==> config.mk <==
export PLATFORM = sky130hd
export DESIGN_NAME = string_to_int64_parser_flat
export DESIGN_NICKNAME = d
export VERILOG_FILES = /design/src/sv/s2i64_pkg.sv /design/src/sv/s2i64_if.sv /design/src/sv/string_to_int64_parser.sv /design/src/flat_wrapper.sv
export SDC_FILE = /design/constraint.sdc
export NUM_CORES = 2
export LEC_CHECK = 0
export BUFFER_PORTS_ARGS = -buffer_cell sky130_fd_sc_hd__buf_2
export CAP_MARGIN = 15
export CORE_UTILIZATION = 29
export CTS_CLUSTER_SIZE = 8
export DETAILED_ROUTE_END_ITERATION = 10
export PLACE_DENSITY = 0.56
export SLEW_MARGIN = 25
export SYNTH_ARGS = -nofsm -noshare
export SYNTH_HDL_FRONTEND = slang
export SYNTH_SLANG_ARGS = --single-unit
==> constraint.sdc <==
create_clock -name clk -period 11.6 [get_ports clk]
set_input_delay 0.58 -clock clk [delete_from_list [all_inputs] [get_ports clk]]
set_output_delay 0.58 -clock clk [all_outputs]
set_load 0.005 [all_outputs]
==> src/sv/s2i64_pkg.sv <==
// ----------------------------------------------------------------------------
// s2i64_pkg: shared types and constants of the string to int64 parser
// Character, result and status types, the parse phases, and the
// character classification helpers.
// ----------------------------------------------------------------------------
package s2i64_pkg;

  typedef logic [7:0]         char_t;
  typedef logic [5:0]         base_t;
  typedef logic signed [63:0] value_t;
  typedef logic [15:0]        offset_t;

  // result status codes
  typedef enum logic [1:0] {
    ST_CONVERTED = 2'd0,
    ST_NO_DIGITS = 2'd1,
    ST_RANGE     = 2'd2,
    ST_BAD_BASE  = 2'd3
  } status_t;

  // parse phases, one-hot
  typedef enum logic [5:0] {
    PH_IDLE       = 6'b000001,
    PH_LEAD       = 6'b000010,
    PH_AFTER_SIGN = 6'b000100,
    PH_ZERO       = 6'b001000,
    PH_HEXSTART   = 6'b010000,
    PH_DIGITS     = 6'b100000
  } phase_t;

  localparam base_t  MAX_BASE  = 6'd36;
  localparam base_t  HEX_BASE  = 6'd16;
  localparam base_t  OCT_BASE  = 6'd8;
  localparam base_t  DEC_BASE  = 6'd10;
  localparam base_t  NOT_DIGIT = 6'd63;
  localparam value_t INT64_MAX = 64'sh7FFF_FFFF_FFFF_FFFF;
  localparam value_t INT64_MIN = 64'sh8000_0000_0000_0000;

  // digit worth of a character: 0-9, A-Z / a-z worth 10..35, else NOT_DIGIT
  function automatic base_t digit_value(input char_t c);
    char_t u;
    u = c;
    if (c inside {["a":"z"]}) begin
      u = c - 8'd32;
    end
    if (c inside {["0":"9"]}) begin
      return 6'(c - "0");
    end else if (u inside {["A":"Z"]}) begin
      return 6'(u - "A") + 6'd10;
    end else begin
      return NOT_DIGIT;
    end
  endfunction

  // C-locale whitespace: space, TAB, LF, VT, FF, CR
  function automatic logic is_space(input char_t c);
    return (c == " ") || (c inside {[8'd9:8'd13]});
  endfunction

endpackage

==> src/sv/s2i64_if.sv <==
// ----------------------------------------------------------------------------
// s2i64 channel interfaces
// Valid/ready channels for characters, results and the base register.
// ----------------------------------------------------------------------------
interface s2i64_char_if import s2i64_pkg::*; ();
  logic  valid;
  logic  ready;
  char_t ch;
  logic  start_req;
  modport source(output valid, ch, start_req, input ready);
  modport sink(input valid, ch, start_req, output ready);
endinterface

interface s2i64_result_if import s2i64_pkg::*; ();
  logic    valid;
  logic    ready;
  value_t  value;
  status_t status;
  offset_t end_offset;
  modport source(output valid, value, status, end_offset, input ready);
  modport sink(input valid, value, status, end_offset, output ready);
endinterface

interface s2i64_cfg_if import s2i64_pkg::*; ();
  logic  valid;
  logic  ready;
  base_t number_base;
  modport source(output valid, number_base, input ready);
  modport sink(input valid, number_base, output ready);
endinterface

==> src/sv/string_to_int64_parser.sv <==
// ----------------------------------------------------------------------------
// string_to_int64_parser: streaming strtoll, one character per transfer
// Skips whitespace, takes a sign, handles 0x / octal prefixes, accumulates
// digits with overflow detection and emits one saturated result per string.
// ----------------------------------------------------------------------------
//
//  channel  role    payload
//  -------  ------  -----------------------------------------------
//  chars    sink    ch[7:0], start_req
//  result   source  value[63:0] signed, status[1:0], end_offset[15:0]
//  cfg      sink    number_base[5:0] (always ready)
//
// One character per cycle sustained while no held result stalls the flow; the result for
// the character that ends the string passes the input register, then the result register.
// The per-character path is one 64x6 multiply-add and a carry check.
// A held result only blocks the character in the input register; chars.ready
// stays high while that register is empty or can move on.
// rst (synchronous) sets the phase to idle and number_base to 10.
// ----------------------------------------------------------------------------
module string_to_int64_parser import s2i64_pkg::*; #(
  parameter int unsigned LENGTH_LIMIT = 65535
) (
  input  logic             clk,
  input  logic             rst,
  s2i64_char_if.sink       chars,
  s2i64_result_if.source   result,
  s2i64_cfg_if.sink        cfg
);

  localparam offset_t COUNT_CAP =
    (LENGTH_LIMIT < 32'd65535) ? 16'(LENGTH_LIMIT) : 16'hFFFF;

  // configuration register
  base_t number_base;

  // input register
  logic  s_valid;
  char_t s_ch;
  logic  s_start;

  // parse state
  phase_t  phase, phase_next;
  logic    negative, negative_next;
  logic [63:0] accumulator, accumulator_next;
  logic    overflowed, overflowed_next;
  base_t   effective_base, effective_base_next;
  offset_t char_count, char_count_next;
  logic    have_digits, have_digits_next;
  offset_t prefix_offset, prefix_offset_next;

  // result of the item in the input register
  logic    res_emit;
  value_t  res_value;
  status_t res_status;
  offset_t res_offset;

  // result register
  logic    r_valid;
  value_t  r_value;
  status_t r_status;
  offset_t r_offset;

  logic advance;
  logic process;
  logic do_after_sign;
  logic do_digit;
  logic range_ovf;
  base_t dig;
  logic [69:0] mul;
  logic [70:0] mac;

  assign advance     = !r_valid || result.ready;
  assign process     = s_valid && advance;
  assign chars.ready = !s_valid || advance;
  assign cfg.ready   = 1'b1;

  // base register
  always_ff @(posedge clk) begin
    if (rst) begin
      number_base <= DEC_BASE;
    end else if (cfg.valid && cfg.ready) begin
      number_base <= cfg.number_base;
    end
  end

  // input register
  always_ff @(posedge clk) begin
    if (rst) begin
      s_valid <= 1'b0;
    end else if (chars.ready) begin
      s_valid <= chars.valid;
    end
  end

  always_ff @(posedge clk) begin
    if (chars.valid && chars.ready) begin
      s_ch    <= chars.ch;
      s_start <= chars.start_req;
    end
  end

  // per-character parse step
  always_comb begin
    phase_next          = phase;
    negative_next       = negative;
    accumulator_next    = accumulator;
    overflowed_next     = overflowed;
    effective_base_next = effective_base;
    char_count_next     = char_count;
    have_digits_next    = have_digits;
    prefix_offset_next  = prefix_offset;
    res_emit            = 1'b0;
    res_value           = '0;
    res_status          = ST_CONVERTED;
    res_offset          = '0;
    do_after_sign       = 1'b0;
    do_digit            = 1'b0;
    range_ovf           = 1'b0;
    dig                 = digit_value(s_ch);
    mul                 = '0;
    mac                 = '0;

    // a start opens a fresh string
    if (s_start) begin
      negative_next       = 1'b0;
      accumulator_next    = '0;
      overflowed_next     = 1'b0;
      char_count_next     = '0;
      have_digits_next    = 1'b0;
      prefix_offset_next  = '0;
      effective_base_next = number_base;
      phase_next          = PH_LEAD;
    end

    if (s_start && (number_base == 6'd1 || number_base > MAX_BASE)) begin
      res_emit   = 1'b1;
      res_status = ST_BAD_BASE;
      phase_next = PH_IDLE;
    end else begin
      case (phase_next)
        PH_LEAD: begin
          if (is_space(s_ch)) begin
            if (char_count_next < COUNT_CAP) char_count_next = char_count_next + 16'd1;
          end else if (s_ch == "+" || s_ch == "-") begin
            negative_next = (s_ch == "-");
            if (char_count_next < COUNT_CAP) char_count_next = char_count_next + 16'd1;
            phase_next = PH_AFTER_SIGN;
          end else begin
            do_after_sign = 1'b1;
          end
        end
        PH_AFTER_SIGN: do_after_sign = 1'b1;
        PH_ZERO: begin
          if (s_ch == "x" || s_ch == "X") begin
            prefix_offset_next = char_count_next;
            if (char_count_next < COUNT_CAP) char_count_next = char_count_next + 16'd1;
            effective_base_next = HEX_BASE;
            phase_next          = PH_HEXSTART;
          end else begin
            if (effective_base_next == '0) effective_base_next = OCT_BASE;
            accumulator_next = '0;
            have_digits_next = 1'b1;
            do_digit         = 1'b1;
          end
        end
        PH_HEXSTART: begin
          if (dig < HEX_BASE) begin
            do_digit = 1'b1;
          end else begin
            // lone 0x: the 0 counts as consumed
            res_emit   = 1'b1;
            res_offset = prefix_offset_next;
            phase_next = PH_IDLE;
          end
        end
        PH_DIGITS: do_digit = 1'b1;
        default: ;
      endcase

      // sign seen or skipped: look for a prefix zero
      if (do_after_sign) begin
        if (s_ch == "0" && (effective_base_next == '0 || effective_base_next == HEX_BASE)) begin
          prefix_offset_next = char_count_next;
          if (char_count_next < COUNT_CAP) char_count_next = char_count_next + 16'd1;
          phase_next = PH_ZERO;
        end else begin
          if (effective_base_next == '0) effective_base_next = DEC_BASE;
          do_digit = 1'b1;
        end
      end

      // digit accumulate, or finish on the first non-digit
      if (do_digit) begin
        phase_next = PH_DIGITS;
        if (effective_base_next < 6'd2 || dig >= effective_base_next) begin
          res_emit   = 1'b1;
          phase_next = PH_IDLE;
          range_ovf  = overflowed_next ||
                       (negative_next ? (accumulator_next > 64'h8000_0000_0000_0000)
                                      : accumulator_next[63]);
          if (!have_digits_next) begin
            res_status = ST_NO_DIGITS;
          end else if (range_ovf) begin
            res_status = ST_RANGE;
            res_value  = negative_next ? INT64_MIN : INT64_MAX;
            res_offset = char_count_next;
          end else begin
            res_value  = negative_next ? value_t'(64'd0 - accumulator_next)
                                       : value_t'(accumulator_next);
            res_offset = char_count_next;
          end
        end else begin
          mul = {6'd0, accumulator_next} * {64'd0, effective_base_next};
          mac = {1'b0, mul} + 71'(dig);
          // carry out of 64 bits means the value passed UINT64_MAX
          if (mac[70:64] != '0) begin
            overflowed_next = 1'b1;
          end else begin
            accumulator_next = mac[63:0];
          end
          have_digits_next = 1'b1;
          if (char_count_next < COUNT_CAP) char_count_next = char_count_next + 16'd1;
        end
      end
    end
  end

  // state update
  always_ff @(posedge clk) begin
    if (rst) begin
      phase          <= PH_IDLE;
      negative       <= 1'b0;
      accumulator    <= '0;
      overflowed     <= 1'b0;
      effective_base <= '0;
      char_count     <= '0;
      have_digits    <= 1'b0;
      prefix_offset  <= '0;
    end else if (process) begin
      phase          <= phase_next;
      negative       <= negative_next;
      accumulator    <= accumulator_next;
      overflowed     <= overflowed_next;
      effective_base <= effective_base_next;
      char_count     <= char_count_next;
      have_digits    <= have_digits_next;
      prefix_offset  <= prefix_offset_next;
    end
  end

  // result register
  always_ff @(posedge clk) begin
    if (rst) begin
      r_valid <= 1'b0;
    end else if (advance) begin
      r_valid <= s_valid && res_emit;
    end
  end

  always_ff @(posedge clk) begin
    if (process && res_emit) begin
      r_value  <= res_value;
      r_status <= res_status;
      r_offset <= res_offset;
    end
  end

  assign result.valid      = r_valid;
  assign result.value      = r_value;
  assign result.status     = r_status;
  assign result.end_offset = r_offset;

  // checks
  a_idle_after_emit: assert property (@(posedge clk) disable iff (rst)
    (process && res_emit) |=> (phase == PH_IDLE))
    else $error("phase not idle after a result");

  a_bad_base_zero: assert property (@(posedge clk) disable iff (rst)
    (r_valid && r_status == ST_BAD_BASE) |-> (r_value == '0 && r_offset == '0))
    else $error("invalid base result not zero");

  a_no_digits_zero: assert property (@(posedge clk) disable iff (rst)
    (r_valid && r_status == ST_NO_DIGITS) |-> (r_value == '0 && r_offset == '0))
    else $error("no-digit result not zero");

  a_ovf_has_digits: assert property (@(posedge clk) disable iff (rst)
    overflowed |-> have_digits)
    else $error("overflow without digits");

  a_input_held: assert property (@(posedge clk) disable iff (rst)
    (s_valid && !advance) |=> (s_valid && $stable(s_ch) && $stable(s_start)))
    else $error("input register lost a stalled character");

endmodule
==> src/flat_wrapper.sv <==
// flat-port wrapper written by rule: the top's interface ports become plain ports
module string_to_int64_parser_flat import s2i64_pkg::*;
#(
  parameter int unsigned LENGTH_LIMIT = 65535
)
  (clk, rst, chars_valid, chars_ch, chars_start_req, chars_ready, result_valid, result_value, result_status, result_end_offset, result_ready, cfg_valid, cfg_number_base, cfg_ready);
  s2i64_char_if chars_i ();
  s2i64_result_if result_i ();
  s2i64_cfg_if cfg_i ();
  input  logic clk;
  input  logic rst;
  input wire logic [$bits(chars_i.valid)-1:0] chars_valid;
  input wire logic [$bits(chars_i.ch)-1:0] chars_ch;
  input wire logic [$bits(chars_i.start_req)-1:0] chars_start_req;
  output wire logic [$bits(chars_i.ready)-1:0] chars_ready;
  output wire logic [$bits(result_i.valid)-1:0] result_valid;
  output wire logic [$bits(result_i.value)-1:0] result_value;
  output wire logic [$bits(result_i.status)-1:0] result_status;
  output wire logic [$bits(result_i.end_offset)-1:0] result_end_offset;
  input wire logic [$bits(result_i.ready)-1:0] result_ready;
  input wire logic [$bits(cfg_i.valid)-1:0] cfg_valid;
  input wire logic [$bits(cfg_i.number_base)-1:0] cfg_number_base;
  output wire logic [$bits(cfg_i.ready)-1:0] cfg_ready;
  assign chars_i.valid = chars_valid;
  assign chars_i.ch = chars_ch;
  assign chars_i.start_req = chars_start_req;
  assign chars_ready = chars_i.ready;
  assign result_valid = result_i.valid;
  assign result_value = result_i.value;
  assign result_status = result_i.status;
  assign result_end_offset = result_i.end_offset;
  assign result_i.ready = result_ready;
  assign cfg_i.valid = cfg_valid;
  assign cfg_i.number_base = cfg_number_base;
  assign cfg_ready = cfg_i.ready;
  string_to_int64_parser #(.LENGTH_LIMIT(LENGTH_LIMIT)) u_core (.clk(clk), .rst(rst), .chars(chars_i), .result(result_i), .cfg(cfg_i));
endmodule
==> metrics.cfg <==
[status]
status=finished, final reports clean

[synth]
synth.area.mux_share_pct=1.341
yosys_most_used_dff=dfxtp_1
syn-mean-instance-area_um2=8.464
synth.distinct_cells=97
ys_warn_count=0
synthAdderAreaFrac_pct=28.78
synth_edf_count=91
netlist_area_mm2=0.02501
synth-seq-area-share_pct=20.45
syn-num-nets=3399
synth_compound_area_share_pct=20.95
synth_xor_area_share_pct=3.082
ys_ff_latch=210
synthArstFlopShare_pct=0
synth-simple-area-share_pct=21.18
synth_cells=2955
synth_top_family_by_area=adder cells

[critical_path]
path_class=reg2reg
crit_family=simple AND/OR/NAND/NOR gates
end_kind=flip-flop
crit_path_max_fanout=57
worst_ep_arrival_time_ns=11.05
worstPathRequired_ns=12.05
crit_path_max_incr_delay_ns=0.66
cpMaxStageDelayCell=nor3_1
crit_buf_inv=6
critical_path.most_common_cell=fa_1
cp-start-kind=flip-flop

[die]
die_h_um=295.7
die-area_mm2=0.08742
coreArea_mm2=0.08528
fp-row-count=107
boundaryPins=105
die_w_um=295.7
initial_core_util_pct=29.33

[clocking]
cts_tree=done
clock_latency_ns=0.58
htreeDepth=2
cts_sinks=210
cts_setup_buffers=0
ctsResizeCount=0
clock_path_buffers=3
hold_buffers=0
cts_root_buf=clkbuf_16
path_clk_slew_ns=0.06
numCtsBuffers=34

[global_route]
grtUsageTotal_pct=20.25
overflow=0
grt_pass1_vias=22770
grt_pass1_wl_um=137700
antenna_found_initial=1
grt_max_degree=66

[worst_hold_path]
hold_class=in2reg

[pwr]
leakagePower_nw=12.31
peakVddDrop_uv=86.95
cellInternalPower_mw=1.418
p_per_area_mw_per_mm2=71.10
pwr-share-comb_pct=9.0
power_mw=1.976
sw_frac_of_total_pct=28.22
p_switching_uw=557.7
clkPwrFrac_pct=50.9
seq_power_share_pct=40.1

[final_layout]
multiInputGateArea_mm2=0.01902
layout.filler_cells=8956
post-route-util_pct=32.59
layout_commonest_cell=nor2_1
drive_gt1_share_pct=9.005
final_cell_mix=nor2_1, fa_1, nand2_1
nets=3397
syn_to_final_growth_pct=11.12
antenna_cells=0
regArea_mm2=0.005115
final_cells=4120

[detailed_routing]
routedWlPerCell_um=21.55
ant_nets=0
drc=0
drtPass1Iterations=5
drtIter0Drc=2131
vias_per_cell=5.635
dr_total_vias=23220
wl_um=88780

[timing]
final-hold-violation-count=0
fin_setup_tns_ns=0
slew_violations=0
tightest_slew_ns=0.9659
fin_worst_skew_ns=0.04195
fin_crit_sh_pct=91.38
setup_viol=0
slew_headroom_pct=34.59
fin_crit_ns=10.60
fmax_mhz=94.34
rsz0062_at_grt=no

[placed_design]
routabilityCongestion=0.9484
dp_hpwl_um=66590
dp.cells=4061
io_buffers=103

[run]
cap_violations=0

## Yosys cell counts (53+ instances only)
master / number / share of area, %
edfxtp_1: 91 / 11
a22o_1: 70 / 2.5
o21ai_0: 178 / 3.6
inv_1: 89 / 1.3
fa_1: 252 / 20
nand3_1: 61 / 1.2
a21oi_1: 223 / 4.5
nor2_1: 469 / 7.0
clkbuf_1: 157 / 2.4
xnor2_1: 53 / 1.9
ha_1: 172 / 8.6
nor3_1: 63 / 1.3
and2_1: 73 / 1.8
nand2_1: 238 / 3.6
a21o_1: 65 / 2.0
dfxtp_1: 119 / 9.5
## power by group through the flow
stage | clock (mW) | combinational (mW) | sequential (mW)
floorplan | 0 | 0.107 | 0.804
global route | 1.05 | 0.193 | 0.792
detailed placement | 0 | 0.176 | 0.806
global placement | 0 | 0.176 | 0.806
CTS | 1.02 | 0.177 | 0.791
finish | 1.01 | 0.178 | 0.792
## registers in the layout (all words and copies together) (netlist names)
| name | cells |
|---|---|
| u_core.char_count | 16 |
| u_core.prefix_offset | 16 |
| u_core.result.value | 64 |
| u_core.s_valid | 1 |
| u_core.phase | 6 |
| u_core.result.status | 2 |
| u_core.negative | 1 |
| u_core.number_base | 6 |
| u_core.effective_base | 6 |
| u_core.s_start | 1 |
| u_core.have_digits | 1 |
| u_core.result.end_offset | 16 |
| u_core.s_ch | 8 |
| u_core.accumulator | 64 |
| u_core.result.valid | 1 |
| u_core.overflowed | 1 |
## cells by family after synthesis
group | Yosys count
simple gates | 1127
buf+inv | 272
fa+ha+maj | 424
other cells | 1
mux | 32
xor+xnor | 88
compound gates | 801
flops | 210
## area by class of cell
type | instances | area share, %
tap | 1144 | 5.150
sequential | 210 | 18.40
clock buffer | 54 | 3.588
timing repair buffer | 145 | 2.989
clock inverter | 5 | 0.2386
inverter | 89 | 1.202
multi-input combinational | 2473 | 68.43
## routing by layer
layer / part of all wire (%) / up-vias / global-route usage [%]
met4: 3.5 / 0 / 7.267
met5: 0 / - / 0
met1: 44 / 11540 / 27.50
met3: 7.4 / 163 / 3.238
li1: - / 10540 / -
met2: 45 / 970 / 32.35
## worst register-to-register path: cells and delay by family, from the launching register on
kind | cells | cell delay, ns
mux | 1 | 0.34
simple gates | 12 | 3.42
buf+inv | 6 | 1.17
flops | 1 | 0.57
compound gates | 8 | 2.28
fa+ha+maj | 6 | 2.69
## worst paths after layout
path / from / endpoint / slack [ns] / depth (start not counted)
worst max register to register: u_core.s_ch[4] / u_core.accumulator[36] / 1.0 / 33
worst min-delay path: chars_start_req / u_core.s_start / 0.18 / 1
worst min register to register: u_core.have_digits / u_core.have_digits / 0.46 / 2
worst max-delay path: u_core.s_ch[4] / u_core.accumulator[36] / 1.0 / 33
## per-stage QoR
step | setup slack [ns] | area (um^2) | hold WS [ns]
after floorplan | 2.516 | 25010 | 0.4325
after global placement | 1.269 | 26730 | 0.4430
after detailed placement | 1.149 | 26730 | 0.4488
after CTS | 1.083 | 27790 | 0.1691
after global routing | 0.3125 | 27790 | 0.1747
final | 0.9999 | 27790 | 0.1808
(Power assumes the default switching activity.)
